File: src/design/assert_macros.svh
// Assertion macros for the orbit camera RTL.
// No dependencies; included by the files that carry assertions.
`ifndef ASSERT_MACROS_SVH
`define ASSERT_MACROS_SVH

// The consequent must hold in the same cycle as the antecedent.
`define ASSERT_IMPLY(label, clk, rst, ante, cons, msg) \
   label: assert property (@(posedge clk) disable iff (rst) (ante) |-> (cons)) \
      else $error(msg);

// The consequent must hold in the cycle after the antecedent.
`define ASSERT_NEXT(label, clk, rst, ante, cons, msg) \
   label: assert property (@(posedge clk) disable iff (rst) (ante) |=> (cons)) \
      else $error(msg);

`endif

File: src/design/ocp_pkg.sv
// Types, constants and the arctangent table of the orbit camera block.
// No dependencies; used by every module of the block.
package ocp_pkg;

   localparam int DELTA_ANGLE_W = 16;
   localparam int DELTA_DIST_W  = 18;
   localparam int PITCH_W       = 15;
   localparam int DIST_W        = 17;
   localparam int LIMIT_W       = 14;
   localparam int CSR_INDEX_W   = 2;
   localparam int CSR_DATA_W    = 17;
   localparam int Q15_W         = 16;
   localparam int CORDIC_W      = 32;
   localparam int MUL_A_W       = 32;
   localparam int MUL_B_W       = 18;
   localparam int PROD_W        = MUL_A_W + MUL_B_W;
   localparam int OFF_W         = 20;
   localparam int ITERS         = 24;
   localparam int ITER_W        = $clog2(ITERS);

   localparam logic [ITER_W-1:0]          LAST_ITER = ITER_W'(ITERS - 1);
   localparam logic signed [CORDIC_W-1:0] CORDIC_K  = 32'sd652032874;

   localparam logic signed [PITCH_W-1:0] PITCH_RESET       = 15'sd3129;
   localparam logic [DIST_W-1:0]         DISTANCE_RESET    = 17'd2560;
   localparam logic [LIMIT_W-1:0]        PITCH_LIMIT_RESET = 14'd14746;
   localparam logic [DIST_W-1:0]         MIN_DIST_RESET    = 17'd256;
   localparam logic [DIST_W-1:0]         MAX_DIST_RESET    = 17'd128000;

   typedef enum logic [CSR_INDEX_W-1:0] {
      CSR_PITCH_LIMIT  = 2'd0,
      CSR_MIN_DISTANCE = 2'd1,
      CSR_MAX_DISTANCE = 2'd2
   } csr_index_type;

   typedef enum logic [3:0] {
      ST_IDLE,
      ST_ROTATE,
      ST_ROUND,
      ST_MUL_SX,
      ST_MUL_CZ,
      ST_MUL_DX,
      ST_MUL_DZ,
      ST_MUL_DY,
      ST_FIN_Y,
      ST_DONE
   } ocp_state_type;

   typedef enum logic [2:0] {
      MUL_SY_CP,
      MUL_CY_CP,
      MUL_D_SCX,
      MUL_D_SCZ,
      MUL_D_SP
   } mul_sel_type;

   typedef enum logic [1:0] {
      POS_NONE,
      POS_X,
      POS_Y,
      POS_Z
   } pos_sel_type;

   typedef struct packed {
      logic              accept;
      logic              rotate;
      logic [ITER_W-1:0] iter;
      logic              round;
      logic              mul_en;
      mul_sel_type       mul_sel;
      pos_sel_type       pos_sel;
      logic              out_load;
   } ocp_cmd_type;

   // Arctangent of 2^-i, with a quarter turn equal to 2^30.
   function automatic logic signed [CORDIC_W-1:0] atan_angle(input logic [ITER_W-1:0] idx);
      logic signed [CORDIC_W-1:0] a;
      case (idx)
         5'd0:    a = 32'sd536870912;
         5'd1:    a = 32'sd316933405;
         5'd2:    a = 32'sd167458907;
         5'd3:    a = 32'sd85004756;
         5'd4:    a = 32'sd42667331;
         5'd5:    a = 32'sd21354465;
         5'd6:    a = 32'sd10679838;
         5'd7:    a = 32'sd5340245;
         5'd8:    a = 32'sd2670163;
         5'd9:    a = 32'sd1335086;
         5'd10:   a = 32'sd667544;
         5'd11:   a = 32'sd333772;
         5'd12:   a = 32'sd166886;
         5'd13:   a = 32'sd83443;
         5'd14:   a = 32'sd41721;
         5'd15:   a = 32'sd20860;
         5'd16:   a = 32'sd10430;
         5'd17:   a = 32'sd5215;
         5'd18:   a = 32'sd2607;
         5'd19:   a = 32'sd1303;
         5'd20:   a = 32'sd651;
         5'd21:   a = 32'sd325;
         5'd22:   a = 32'sd162;
         5'd23:   a = 32'sd81;
         default: a = 32'sd0;
      endcase
      return a;
   endfunction

endpackage

File: src/design/ocp_cordic.sv
// One CORDIC rotation lane: sine and cosine of a 32-bit binary angle in Q1.15.
// Depends on ocp_pkg for widths, the gain constant and the arctangent table.
module ocp_cordic import ocp_pkg::*; (
   input  logic                    clock,
   input  logic                    init,
   input  logic                    step,
   input  logic [ITER_W-1:0]       iter,
   input  logic [CORDIC_W-1:0]     angle,
   output logic signed [Q15_W-1:0] sin_q,
   output logic signed [Q15_W-1:0] cos_q
);

   logic signed [CORDIC_W-1:0] x_ff, x_in;
   logic signed [CORDIC_W-1:0] y_ff, y_in;
   logic signed [CORDIC_W-1:0] z_ff, z_in;
   logic [1:0]                 quad_ff, quad_in;
   logic signed [CORDIC_W-1:0] sh_x, sh_y;
   logic signed [Q15_W-1:0]    cs, sn;

   function automatic logic signed [Q15_W-1:0] to_q15(input logic signed [CORDIC_W-1:0] v);
      logic signed [CORDIC_W:0] t;
      logic signed [17:0]       r;
      logic signed [Q15_W-1:0]  q;
      t = (CORDIC_W+1)'(v) + 33'sd16384;
      r = t[CORDIC_W:15];
      if (r > 18'sd32767) begin
         q = 16'sd32767;
      end else if (r < -18'sd32767) begin
         q = -16'sd32767;
      end else begin
         q = r[Q15_W-1:0];
      end
      return q;
   endfunction

   assign sh_x = x_ff >>> iter;
   assign sh_y = y_ff >>> iter;

   always_comb begin
      x_in    = x_ff;
      y_in    = y_ff;
      z_in    = z_ff;
      quad_in = quad_ff;
      if (init) begin
         x_in    = CORDIC_K;
         y_in    = '0;
         z_in    = signed'({2'b00, angle[CORDIC_W-3:0]});
         quad_in = angle[CORDIC_W-1:CORDIC_W-2];
      end else if (step) begin
         if (!z_ff[CORDIC_W-1]) begin
            x_in = x_ff - sh_y;
            y_in = y_ff + sh_x;
            z_in = z_ff - atan_angle(iter);
         end else begin
            x_in = x_ff + sh_y;
            y_in = y_ff - sh_x;
            z_in = z_ff + atan_angle(iter);
         end
      end
   end

   always_ff @(posedge clock) begin
      x_ff    <= x_in;
      y_ff    <= y_in;
      z_ff    <= z_in;
      quad_ff <= quad_in;
   end

   assign cs = to_q15(x_ff);
   assign sn = to_q15(y_ff);

   always_comb begin
      case (quad_ff)
         2'd0: begin
            cos_q = cs;
            sin_q = sn;
         end
         2'd1: begin
            cos_q = -sn;
            sin_q = cs;
         end
         2'd2: begin
            cos_q = -cs;
            sin_q = -sn;
         end
         default: begin
            cos_q = sn;
            sin_q = -cs;
         end
      endcase
   end

endmodule

File: src/design/ocp_datapath.sv
// Datapath of the orbit camera: orbit state, settings, two CORDIC lanes,
// a shared multiplier and the saturating position adders. Uses ocp_pkg, ocp_cordic.
module ocp_datapath import ocp_pkg::*; #(
   parameter int ANGLE_BITS = 16,
   parameter int COORD_BITS = 24
) (
   input  logic                           clock,
   input  logic                           reset,
   input  ocp_cmd_type                    cmd,
   input  logic signed [DELTA_ANGLE_W-1:0] yaw_step,
   input  logic signed [DELTA_ANGLE_W-1:0] pitch_step,
   input  logic signed [DELTA_DIST_W-1:0]  dist_step,
   input  logic signed [COORD_BITS-1:0]    target_x,
   input  logic signed [COORD_BITS-1:0]    target_y,
   input  logic signed [COORD_BITS-1:0]    target_z,
   input  logic                           csr_write,
   input  logic [CSR_INDEX_W-1:0]         csr_index,
   input  logic [CSR_DATA_W-1:0]          csr_data,
   output logic signed [COORD_BITS-1:0]    pos_x,
   output logic signed [COORD_BITS-1:0]    pos_y,
   output logic signed [COORD_BITS-1:0]    pos_z,
   output logic [ANGLE_BITS-1:0]          yaw_now,
   output logic signed [PITCH_W-1:0]       pitch_now,
   output logic [DIST_W-1:0]              distance_now,
   output logic                           saturated
);

   localparam int ANG_PAD = CORDIC_W - ANGLE_BITS;
   localparam int SUM_W   = ((COORD_BITS > OFF_W) ? COORD_BITS : OFF_W) + 1;
   localparam logic signed [SUM_W-1:0] SAT_HI =
      {{(SUM_W-COORD_BITS+1){1'b0}}, {(COORD_BITS-1){1'b1}}};
   localparam logic signed [SUM_W-1:0] SAT_LO =
      {{(SUM_W-COORD_BITS+1){1'b1}}, {(COORD_BITS-1){1'b0}}};
   localparam logic signed [PROD_W-1:0] RND_30 = PROD_W'(64'sd536870912);
   localparam logic signed [PROD_W-1:0] RND_15 = PROD_W'(64'sd16384);

   logic [ANGLE_BITS-1:0]        yaw_ff, yaw_in;
   logic signed [PITCH_W-1:0]    pitch_ff, pitch_in;
   logic [DIST_W-1:0]            dist_ff, dist_in;
   logic [LIMIT_W-1:0]           pitch_limit_ff;
   logic [DIST_W-1:0]            min_dist_ff;
   logic [DIST_W-1:0]            max_dist_ff;

   logic signed [COORD_BITS-1:0] tx_ff, ty_ff, tz_ff;
   logic signed [Q15_W-1:0]      sy_ff, cy_ff, sp_ff, cp_ff;
   logic signed [MUL_A_W-1:0]    scx_ff, scz_ff;
   logic signed [PROD_W-1:0]     prod_ff;
   logic signed [COORD_BITS-1:0] posx_ff, posy_ff, posz_ff;
   logic                         satx_ff, saty_ff, satz_ff;
   logic signed [COORD_BITS-1:0] out_x_ff, out_y_ff, out_z_ff;
   logic [ANGLE_BITS-1:0]        out_yaw_ff;
   logic signed [PITCH_W-1:0]    out_pitch_ff;
   logic [DIST_W-1:0]            out_dist_ff;
   logic                         out_sat_ff;

   logic signed [CORDIC_W-1:0]   dy_ext;
   logic signed [PITCH_W+1:0]    p_sum, p_lim, p_clamp;
   logic signed [DIST_W+1:0]     d_sum, d_min, d_max, d_low, d_clamp;
   logic signed [CORDIC_W-1:0]   pitch_ext;
   logic [CORDIC_W-1:0]          yaw_angle, pitch_angle;
   logic signed [Q15_W-1:0]      yaw_sin, yaw_cos, pitch_sin, pitch_cos;
   logic signed [MUL_A_W-1:0]    mul_a;
   logic signed [MUL_B_W-1:0]    mul_b, dist_op;
   logic signed [PROD_W-1:0]     prod_c, rnd_sum;
   logic signed [OFF_W-1:0]      offset;
   logic signed [COORD_BITS-1:0] tsel;
   logic signed [SUM_W-1:0]      pos_sum;
   logic signed [COORD_BITS-1:0] coord;
   logic                         coord_sat;

   // Orbit state update for the word being accepted.
   always_comb begin
      dy_ext = CORDIC_W'(yaw_step);
      yaw_in = yaw_ff + dy_ext[ANGLE_BITS-1:0];

      p_sum = (PITCH_W+2)'(pitch_ff) + (PITCH_W+2)'(pitch_step);
      p_lim = signed'({3'b000, pitch_limit_ff});
      if (p_sum > p_lim) begin
         p_clamp = p_lim;
      end else if (p_sum < -p_lim) begin
         p_clamp = -p_lim;
      end else begin
         p_clamp = p_sum;
      end
      pitch_in = p_clamp[PITCH_W-1:0];

      d_sum = signed'({2'b00, dist_ff}) + (DIST_W+2)'(dist_step);
      d_min = signed'({2'b00, min_dist_ff});
      d_max = signed'({2'b00, max_dist_ff});
      d_low   = (d_sum < d_min) ? d_min : d_sum;
      d_clamp = (d_low > d_max) ? d_max : d_low;
      dist_in = d_clamp[DIST_W-1:0];

      pitch_ext   = CORDIC_W'(pitch_in);
      yaw_angle   = {yaw_in, {ANG_PAD{1'b0}}};
      pitch_angle = {pitch_ext[ANGLE_BITS-1:0], {ANG_PAD{1'b0}}};
   end

   always_ff @(posedge clock) begin
      if (reset) begin
         yaw_ff         <= '0;
         pitch_ff       <= PITCH_RESET;
         dist_ff        <= DISTANCE_RESET;
         pitch_limit_ff <= PITCH_LIMIT_RESET;
         min_dist_ff    <= MIN_DIST_RESET;
         max_dist_ff    <= MAX_DIST_RESET;
      end else begin
         if (cmd.accept) begin
            yaw_ff   <= yaw_in;
            pitch_ff <= pitch_in;
            dist_ff  <= dist_in;
         end
         if (csr_write) begin
            case (csr_index)
               CSR_PITCH_LIMIT:  pitch_limit_ff <= csr_data[LIMIT_W-1:0];
               CSR_MIN_DISTANCE: min_dist_ff    <= csr_data[DIST_W-1:0];
               CSR_MAX_DISTANCE: max_dist_ff    <= csr_data[DIST_W-1:0];
               default: ;
            endcase
         end
      end
   end

   ocp_cordic u_yaw_cordic (
      .clock (clock),
      .init  (cmd.accept),
      .step  (cmd.rotate),
      .iter  (cmd.iter),
      .angle (yaw_angle),
      .sin_q (yaw_sin),
      .cos_q (yaw_cos)
   );

   ocp_cordic u_pitch_cordic (
      .clock (clock),
      .init  (cmd.accept),
      .step  (cmd.rotate),
      .iter  (cmd.iter),
      .angle (pitch_angle),
      .sin_q (pitch_sin),
      .cos_q (pitch_cos)
   );

   // Shared multiplier.
   always_comb begin
      dist_op = signed'({1'b0, dist_ff});
      case (cmd.mul_sel)
         MUL_SY_CP: begin
            mul_a = MUL_A_W'(sy_ff);
            mul_b = MUL_B_W'(cp_ff);
         end
         MUL_CY_CP: begin
            mul_a = MUL_A_W'(cy_ff);
            mul_b = MUL_B_W'(cp_ff);
         end
         MUL_D_SCX: begin
            mul_a = scx_ff;
            mul_b = dist_op;
         end
         MUL_D_SCZ: begin
            mul_a = scz_ff;
            mul_b = dist_op;
         end
         MUL_D_SP: begin
            mul_a = MUL_A_W'(sp_ff);
            mul_b = dist_op;
         end
         default: begin
            mul_a = '0;
            mul_b = '0;
         end
      endcase
      prod_c = PROD_W'(mul_a) * PROD_W'(mul_b);
   end

   // Round the product, add the target and saturate.
   always_comb begin
      case (cmd.pos_sel)
         POS_Y: begin
            rnd_sum = prod_ff + RND_15;
            offset  = rnd_sum[15+OFF_W-1:15];
            tsel    = ty_ff;
         end
         POS_Z: begin
            rnd_sum = prod_ff + RND_30;
            offset  = rnd_sum[30+OFF_W-1:30];
            tsel    = tz_ff;
         end
         default: begin
            rnd_sum = prod_ff + RND_30;
            offset  = rnd_sum[30+OFF_W-1:30];
            tsel    = tx_ff;
         end
      endcase
      pos_sum = SUM_W'(tsel) + SUM_W'(offset);
      if (pos_sum > SAT_HI) begin
         coord     = SAT_HI[COORD_BITS-1:0];
         coord_sat = 1'b1;
      end else if (pos_sum < SAT_LO) begin
         coord     = SAT_LO[COORD_BITS-1:0];
         coord_sat = 1'b1;
      end else begin
         coord     = pos_sum[COORD_BITS-1:0];
         coord_sat = 1'b0;
      end
   end

   always_ff @(posedge clock) begin
      if (cmd.accept) begin
         tx_ff <= target_x;
         ty_ff <= target_y;
         tz_ff <= target_z;
      end
      if (cmd.round) begin
         sy_ff <= yaw_sin;
         cy_ff <= yaw_cos;
         sp_ff <= pitch_sin;
         cp_ff <= pitch_cos;
      end
      if (cmd.mul_en) begin
         prod_ff <= prod_c;
         if (cmd.mul_sel == MUL_CY_CP) begin
            scx_ff <= prod_ff[MUL_A_W-1:0];
         end
         if (cmd.mul_sel == MUL_D_SCX) begin
            scz_ff <= prod_ff[MUL_A_W-1:0];
         end
      end
      case (cmd.pos_sel)
         POS_X: begin
            posx_ff <= coord;
            satx_ff <= coord_sat;
         end
         POS_Y: begin
            posy_ff <= coord;
            saty_ff <= coord_sat;
         end
         POS_Z: begin
            posz_ff <= coord;
            satz_ff <= coord_sat;
         end
         default: ;
      endcase
      if (cmd.out_load) begin
         out_x_ff     <= posx_ff;
         out_y_ff     <= posy_ff;
         out_z_ff     <= posz_ff;
         out_yaw_ff   <= yaw_ff;
         out_pitch_ff <= pitch_ff;
         out_dist_ff  <= dist_ff;
         out_sat_ff   <= satx_ff | saty_ff | satz_ff;
      end
   end

   assign pos_x        = out_x_ff;
   assign pos_y        = out_y_ff;
   assign pos_z        = out_z_ff;
   assign yaw_now      = out_yaw_ff;
   assign pitch_now    = out_pitch_ff;
   assign distance_now = out_dist_ff;
   assign saturated    = out_sat_ff;

endmodule

File: src/design/ocp_ctrl.sv
// Sequencer of the orbit camera: handshakes, CORDIC iteration count and
// multiplier schedule. Uses ocp_pkg for the state and command types.
module ocp_ctrl import ocp_pkg::*; (
   input  logic        clock,
   input  logic        reset,
   input  logic        req_tvalid,
   output logic        req_tready,
   output logic        rsp_tvalid,
   input  logic        rsp_tready,
   output ocp_cmd_type cmd
);

   ocp_state_type     state_ff, state_in;
   logic [ITER_W-1:0] iter_ff, iter_in;
   logic              rsp_valid_ff, rsp_valid_in;
   logic              accept;
   logic              out_free;

   assign req_tready = (state_ff == ST_IDLE);
   assign accept     = req_tvalid && req_tready;
   assign out_free   = !rsp_valid_ff || rsp_tready;
   assign rsp_tvalid = rsp_valid_ff;

   always_comb begin
      state_in = state_ff;
      case (state_ff)
         ST_IDLE: begin
            if (accept) begin
               state_in = ST_ROTATE;
            end
         end
         ST_ROTATE: begin
            if (iter_ff == LAST_ITER) begin
               state_in = ST_ROUND;
            end
         end
         ST_ROUND:  state_in = ST_MUL_SX;
         ST_MUL_SX: state_in = ST_MUL_CZ;
         ST_MUL_CZ: state_in = ST_MUL_DX;
         ST_MUL_DX: state_in = ST_MUL_DZ;
         ST_MUL_DZ: state_in = ST_MUL_DY;
         ST_MUL_DY: state_in = ST_FIN_Y;
         ST_FIN_Y:  state_in = ST_DONE;
         ST_DONE: begin
            if (out_free) begin
               state_in = ST_IDLE;
            end
         end
         default:   state_in = ST_IDLE;
      endcase
   end

   always_comb begin
      cmd          = '0;
      cmd.iter     = iter_ff;
      cmd.mul_sel  = MUL_SY_CP;
      cmd.pos_sel  = POS_NONE;
      iter_in      = iter_ff;
      case (state_ff)
         ST_IDLE: begin
            cmd.accept = accept;
            iter_in    = '0;
         end
         ST_ROTATE: begin
            cmd.rotate = 1'b1;
            iter_in    = iter_ff + ITER_W'(1);
         end
         ST_ROUND: begin
            cmd.round = 1'b1;
         end
         ST_MUL_SX: begin
            cmd.mul_en  = 1'b1;
            cmd.mul_sel = MUL_SY_CP;
         end
         ST_MUL_CZ: begin
            cmd.mul_en  = 1'b1;
            cmd.mul_sel = MUL_CY_CP;
         end
         ST_MUL_DX: begin
            cmd.mul_en  = 1'b1;
            cmd.mul_sel = MUL_D_SCX;
         end
         ST_MUL_DZ: begin
            cmd.mul_en  = 1'b1;
            cmd.mul_sel = MUL_D_SCZ;
            cmd.pos_sel = POS_X;
         end
         ST_MUL_DY: begin
            cmd.mul_en  = 1'b1;
            cmd.mul_sel = MUL_D_SP;
            cmd.pos_sel = POS_Z;
         end
         ST_FIN_Y: begin
            cmd.pos_sel = POS_Y;
         end
         ST_DONE: begin
            cmd.out_load = out_free;
         end
         default: ;
      endcase
   end

   always_comb begin
      rsp_valid_in = rsp_valid_ff;
      if (cmd.out_load) begin
         rsp_valid_in = 1'b1;
      end else if (rsp_tready) begin
         rsp_valid_in = 1'b0;
      end
   end

   always_ff @(posedge clock) begin
      if (reset) begin
         state_ff     <= ST_IDLE;
         iter_ff      <= '0;
         rsp_valid_ff <= 1'b0;
      end else begin
         state_ff     <= state_in;
         iter_ff      <= iter_in;
         rsp_valid_ff <= rsp_valid_in;
      end
   end

endmodule

File: src/design/orbit_camera_position.sv
// Orbit camera position: one result word for each request word that is accepted.
// A new request is taken only after the previous one has run the 24-step
// CORDIC rotation loop and the five passes through the shared multiplier.
// A finished result waits in the output register while the next request runs.
// Reset is synchronous and active high; it restores the orbit state and settings.
// Uses ocp_pkg, ocp_ctrl, ocp_datapath and assert_macros.svh.
`include "assert_macros.svh"

module orbit_camera_position import ocp_pkg::*; #(
   parameter int ANGLE_BITS = 16,
   parameter int COORD_BITS = 24
) (
   input  logic                   clock,
   input  logic                   reset,
   input  logic                   req_tvalid,
   output logic                   req_tready,
   // yaw_step, pitch_step, dist_step, target_x, target_y, target_z
   input  logic [((DELTA_ANGLE_W*2+DELTA_DIST_W+3*COORD_BITS+7)/8)*8-1:0] req_tdata,
   output logic                   rsp_tvalid,
   input  logic                   rsp_tready,
   // pos_x, pos_y, pos_z, yaw_now, pitch_now, distance_now
   output logic [((3*COORD_BITS+ANGLE_BITS+PITCH_W+DIST_W+7)/8)*8-1:0] rsp_tdata,
   // saturated
   output logic                   rsp_tuser,
   input  logic                   csr_valid,
   output logic                   csr_ready,
   input  logic [CSR_INDEX_W-1:0] csr_index,
   input  logic [CSR_DATA_W-1:0]  csr_data
);

   localparam int DP_LSB = DELTA_ANGLE_W;
   localparam int DD_LSB = 2 * DELTA_ANGLE_W;
   localparam int TX_LSB = DD_LSB + DELTA_DIST_W;
   localparam int TY_LSB = TX_LSB + COORD_BITS;
   localparam int TZ_LSB = TY_LSB + COORD_BITS;
   localparam int RSP_W  = ((3*COORD_BITS+ANGLE_BITS+PITCH_W+DIST_W+7)/8)*8;

   ocp_cmd_type                  cmd;
   logic signed [COORD_BITS-1:0] pos_x, pos_y, pos_z;
   logic [ANGLE_BITS-1:0]        yaw_now;
   logic signed [PITCH_W-1:0]    pitch_now;
   logic [DIST_W-1:0]            distance_now;

   assign csr_ready = 1'b1;

   ocp_ctrl u_ctrl (
      .clock      (clock),
      .reset      (reset),
      .req_tvalid (req_tvalid),
      .req_tready (req_tready),
      .rsp_tvalid (rsp_tvalid),
      .rsp_tready (rsp_tready),
      .cmd        (cmd)
   );

   ocp_datapath #(
      .ANGLE_BITS (ANGLE_BITS),
      .COORD_BITS (COORD_BITS)
   ) u_datapath (
      .clock          (clock),
      .reset          (reset),
      .cmd            (cmd),
      .yaw_step       (signed'(req_tdata[DP_LSB-1:0])),
      .pitch_step     (signed'(req_tdata[DD_LSB-1:DP_LSB])),
      .dist_step      (signed'(req_tdata[TX_LSB-1:DD_LSB])),
      .target_x       (signed'(req_tdata[TY_LSB-1:TX_LSB])),
      .target_y       (signed'(req_tdata[TZ_LSB-1:TY_LSB])),
      .target_z       (signed'(req_tdata[TZ_LSB+COORD_BITS-1:TZ_LSB])),
      .csr_write      (csr_valid && csr_ready),
      .csr_index      (csr_index),
      .csr_data       (csr_data),
      .pos_x          (pos_x),
      .pos_y          (pos_y),
      .pos_z          (pos_z),
      .yaw_now        (yaw_now),
      .pitch_now      (pitch_now),
      .distance_now   (distance_now),
      .saturated      (rsp_tuser)
   );

   assign rsp_tdata = RSP_W'({distance_now, pitch_now, yaw_now, pos_z, pos_y, pos_x});

   `ASSERT_NEXT(a_busy_after_accept, clock, reset, req_tvalid && req_tready, !req_tready,
      "request accepted while a word is in flight")
   `ASSERT_IMPLY(a_no_overwrite, clock, reset, cmd.out_load, !rsp_tvalid || rsp_tready,
      "result register overwritten before it was taken")
   `ASSERT_NEXT(a_valid_after_load, clock, reset, cmd.out_load, rsp_tvalid,
      "loaded result not presented")

endmodule
File: config.mk
export PLATFORM = sky130hd
export DESIGN_NAME = orbit_camera_position
export DESIGN_NICKNAME = d
export VERILOG_FILES = /design/src/design/ocp_pkg.sv /design/src/design/ocp_cordic.sv /design/src/design/ocp_datapath.sv /design/src/design/ocp_ctrl.sv /design/src/design/orbit_camera_position.sv
export VERILOG_INCLUDE_DIRS = /design/src /design/src/design
export SDC_FILE = /design/constraint.sdc
export NUM_CORES = 2
export LEC_CHECK = 0
export BUFFER_PORTS_ARGS = -buffer_cell sky130_fd_sc_hd__buf_4
export CAP_MARGIN = 20
export CORE_MARGIN = 5
export CORE_UTILIZATION = 45
export DETAILED_ROUTE_END_ITERATION = 8
export PLACE_DENSITY = 0.65
export REMOVE_ABC_BUFFERS = 1
export SETUP_SLACK_MARGIN = 0.15
export SKIP_CTS_REPAIR_TIMING = 1
export SYNTH_ARGS = -nofsm -noshare
export SYNTH_HDL_FRONTEND = slang
export SYNTH_SLANG_ARGS = --single-unit
File: constraint.sdc
create_clock -name clock -period 11.6 [get_ports clock]
set_clock_uncertainty 0.15 [all_clocks]
set_input_delay 2.32 -clock clock [delete_from_list [all_inputs] [get_ports clock]]
set_output_delay 2.32 -clock clock [all_outputs]
set_load 0.02 [all_outputs]
==> summary.txt <==
Synth
  – Cells after Synth: roughly 8,700
  – Number of synthesized flops with an enable pin: around 480
  – Synth cell count leaders: nand2_1 (960), inv_1 (848), nor2_1 (783)
  – Synthesized cell area: 0.0787 mm2
  – Synth warnings: 0
  – Average cell area after synthesis: approximately 9 um2
  – Post-synth cell types: about 110
  – Primary FF master, synth: edfxtp_1
  – Synthesized flop and latch total: slightly below 800
  – Sequential fraction of the synthesis area: approximately a quarter
  – Count leader, synth: nand2_1
  – Synth area leaders: edfxtp_1 (18%), fa_1 (14%), dfxtp_1 (7.6%)
  – Share of flip-flops with an asynchronous set or reset: 0%
  – Share of the synthesized area in the top cell type: between 15 and 20%
  – Leading area contributor after synthesis: edfxtp_1

CTS
  – CTS tree: done
  – Clk buf depth: 3
  – Count of clock tree sinks: 777
  – CTS Buf Count: 91
  – Clock Tree Root: clkbuf_16
  – Clock latency reported for the late side of the worst-skew pair: approximately 0.75 ns
  – Clock transition at the registers of the reported paths: roughly 0.060 ns
  – H-Tree Depth: 3

STA
  – Final min period: between 10 and 15 ns
  – Max frequency: 98.7 MHz
  – Period utilisation layout: 87.4%
  – Relative slew slack: about an eighth
  – Final slew viol count: 0
  – Setup Viol. Count Final: 0
  – Final Hold Vio Count: 0
  – RSZ-0062 raised after global routing: no
  – Slew @ Worst Pin: between 1 and 1.5 ns

Setup path
  – WP data required: approximately 12 ns
  – CP Capture Type: register
  – Worst-path maximum fanout: 23
  – R2R Setup Slk: approximately 1.5 ns
  – Crit path capture: u_datapath.prod_ff[32]
  – WP data arrival: roughly 10 ns
  – Startpoint Class: register
  – Kind of critical path: reg -> reg
  – End of the worst register-to-register path: u_datapath.prod_ff[32]
  – Reg2Reg Launch Point: u_ctrl.state_ff[3]
  – Critical path launch point: u_ctrl.state_ff[3]
  – Reg2reg path depth: 26

GRT
  – Tot GR Track Use: ~27%
  – Met3 usage: under 10%
  – Vias in the first global route: ~65,000
  – Gr busiest metal: met2
  – GRT overflow: 0
  – Initial antenna violation count: 6
  – Met2 Use GR: between 40% and 50%
  – GR Util met1: approximately a third
  – Pin count of the biggest net entering global routing: about 130
  – First-pass GRT wire length: 390 mm

Die
  – CORE AREA: about 0.17 mm2
  – I/O pin total: 276
  – Die extent in x: about 430 um
  – Row count: around 150
  – Die ar.: between 0.15 and 0.2 mm2
  – Initial Util: between 40% and 50%
  – Die height: 428 um

Routing
  – Wire per inst: between 20 and 25 um
  – Detailed Routing Iterations Pass 1: 7
  – Drc violations: 0
  – Final WL: about 250 mm
  – Vias per cell: ~6.0
  – Number of routed nets with antenna violations: 0
  – Vias: about 67,000
  – Initial drt markers: 6,039

Run status
  – Status: finished clean

Cells and area
  – Core Util, Final: between 40 and 50%
  – Layout cell share with drive strength beyond 1: between 10% and 20%
  – Nets: 9,849
  – Synth-to-layout area growth: 8.87%

Placed design
  – I/O Buffers: about 270
  – Final HPWL DP: approximately 190 mm
  – RD Place Congestion: ~0.97

Job
  – Number of max-cap violations: 0

Hold path
  – Worst Hold Class: reg -> reg
## per-stage QoR
step | setup TNS [ns] | hold WS (ns) | instances | area [um2] | worst slack (ns)
global route | 0 | 0.272 | 11100 | 85700 | 1.16
detailed placement | 0 | 0.255 | 10900 | 82600 | 1.32
finish | 0 | 0.263 | 11100 | 85700 | 1.46
global placement | 0 | 0.251 | 10900 | 82500 | 1.42
floorplan | -0.657 | 0.250 | 8196 | 76600 | -0.243
CTS | 0 | 0.266 | 11100 | 85600 | 1.68
## flip-flops by register name, indices dropped and copies added, names as in the netlist, 24 cells and up, named ones only
name,flops
u_datapath.tx_ff,24
u_datapath.u_pitch_cordic.x_ff,32
u_datapath.u_yaw_cordic.z_ff,32
u_datapath.u_pitch_cordic.z_ff,32
u_datapath.prod_ff,50
u_datapath.pos_y,24
u_datapath.posx_ff,24
u_datapath.u_pitch_cordic.y_ff,32
u_datapath.u_yaw_cordic.y_ff,32
u_datapath.pos_z,24
u_datapath.posz_ff,24
u_datapath.u_yaw_cordic.x_ff,32
u_datapath.tz_ff,24
u_datapath.scz_ff,32
u_datapath.posy_ff,24
u_datapath.scx_ff,32
u_datapath.ty_ff,24
u_datapath.pos_x,24
## how the worst min path moves through the flow
| stage | start | endpoint | slack (ns) | depth (start not counted) |
|---|---|---|---|---|
| after global routing | u_datapath.posy_ff[6] | u_datapath.pos_y[6] | 0.27 | 0 |
| after global placement | u_datapath.posz_ff[2] | u_datapath.pos_z[2] | 0.25 | 0 |
| after CTS | u_datapath.posx_ff[10] | u_datapath.pos_x[10] | 0.27 | 0 |
| after floorplan | u_datapath.posx_ff[0] | u_datapath.pos_x[0] | 0.25 | 0 |
| final | u_datapath.posx_ff[10] | u_datapath.pos_x[10] | 0.26 | 0 |
| after detailed placement | u_datapath.posx_ff[17] | u_datapath.pos_x[17] | 0.25 | 0 |
## routing by layer
layer | wire, um | part of all wire, %
met5 | 13 | 0.0051
met4 | 15600 | 6.2
met3 | 20100 | 7.9
met2 | 114000 | 45
met1 | 104000 | 41
## kinds of logic (layout without fill, tap and decap cells)
group / count (synthesis) / in the layout / share of synthesized area, %
adder cells (fa/ha/maj): 1029 / 1029 / 21.7
buffers and inverters: 1353 / 1397 / 6.79
other: 1 / 5 / 0.00476
flip-flops: 777 / 777 / 25.8
AO/OA/AOI/OAI: 1933 / 1933 / 15.8
AND/OR/NAND/NOR: 2602 / 2602 / 15.1
multiplexers: 463 / 463 / 8.75
XOR/XNOR: 539 / 539 / 6.00
## area by class of cell
cell class | count | area, um2
fill | 16200 | 88300
timing repair buffer | 380 | 2950
multi-input combinational | 6567 | 53200
clock inverter | 51 | 627
inverter | 852 | 3200
sequential | 777 | 20400
antenna | 4 | 10.0
tap | 2325 | 2910
clock buffer | 114 | 2430
## cell usage in the layout (no fill, tap or decap), types with 36 or more instances in the layout
master       n
mux4_2     170
nor2_1     774
inv_1      845
or3_1       47
mux2_2     101
nor2b_1     65
o21ai_0    379
fa_1       563
a21o_1     156
o31ai_1     36
nor3_1     149
xnor2_1    280
xor2_1     259
nand3_1    155
a211oi_1    80
edfxtp_1   477
and2_1      63
nand2_1    957
clkbuf_16   93
a31oi_1     91
o211ai_1    47
and3_1      82
o21a_1      74
buf_4      372
o22ai_1     76
nand4_1     52
ha_1       465
a21oi_1    565
mux2i_1    186
nand2b_1    65
o21bai_1    44
dfxtp_1    292
## worst max-delay path, stage by stage (launching register included)
cell	delay [ns]
dfxtp_1	0.48
nand2b_1	0.38
nor2_4	0.81
mux2i_2	0.80
buf_4	0.44
nor2_1	0.12
fa_1	0.56
inv_1	0.05
fa_1	0.48
fa_1	0.52
inv_1	0.06
fa_1	0.52
fa_1	0.53
inv_1	0.06
fa_1	0.48
inv_1	0.05
ha_1	0.33
a21o_1	0.18
a21oi_1	0.62
a21boi_0	0.20
a41o_1	0.38
or4_1	0.50
a311o_1	0.35
a21o_1	0.21
a21o_1	0.18
a21oi_1	0.19
xnor2_1	0.13
Power is left out: the tool's default activity adds up to more than one toggle a clock period on the data nets, which glitch-free logic cannot reach.
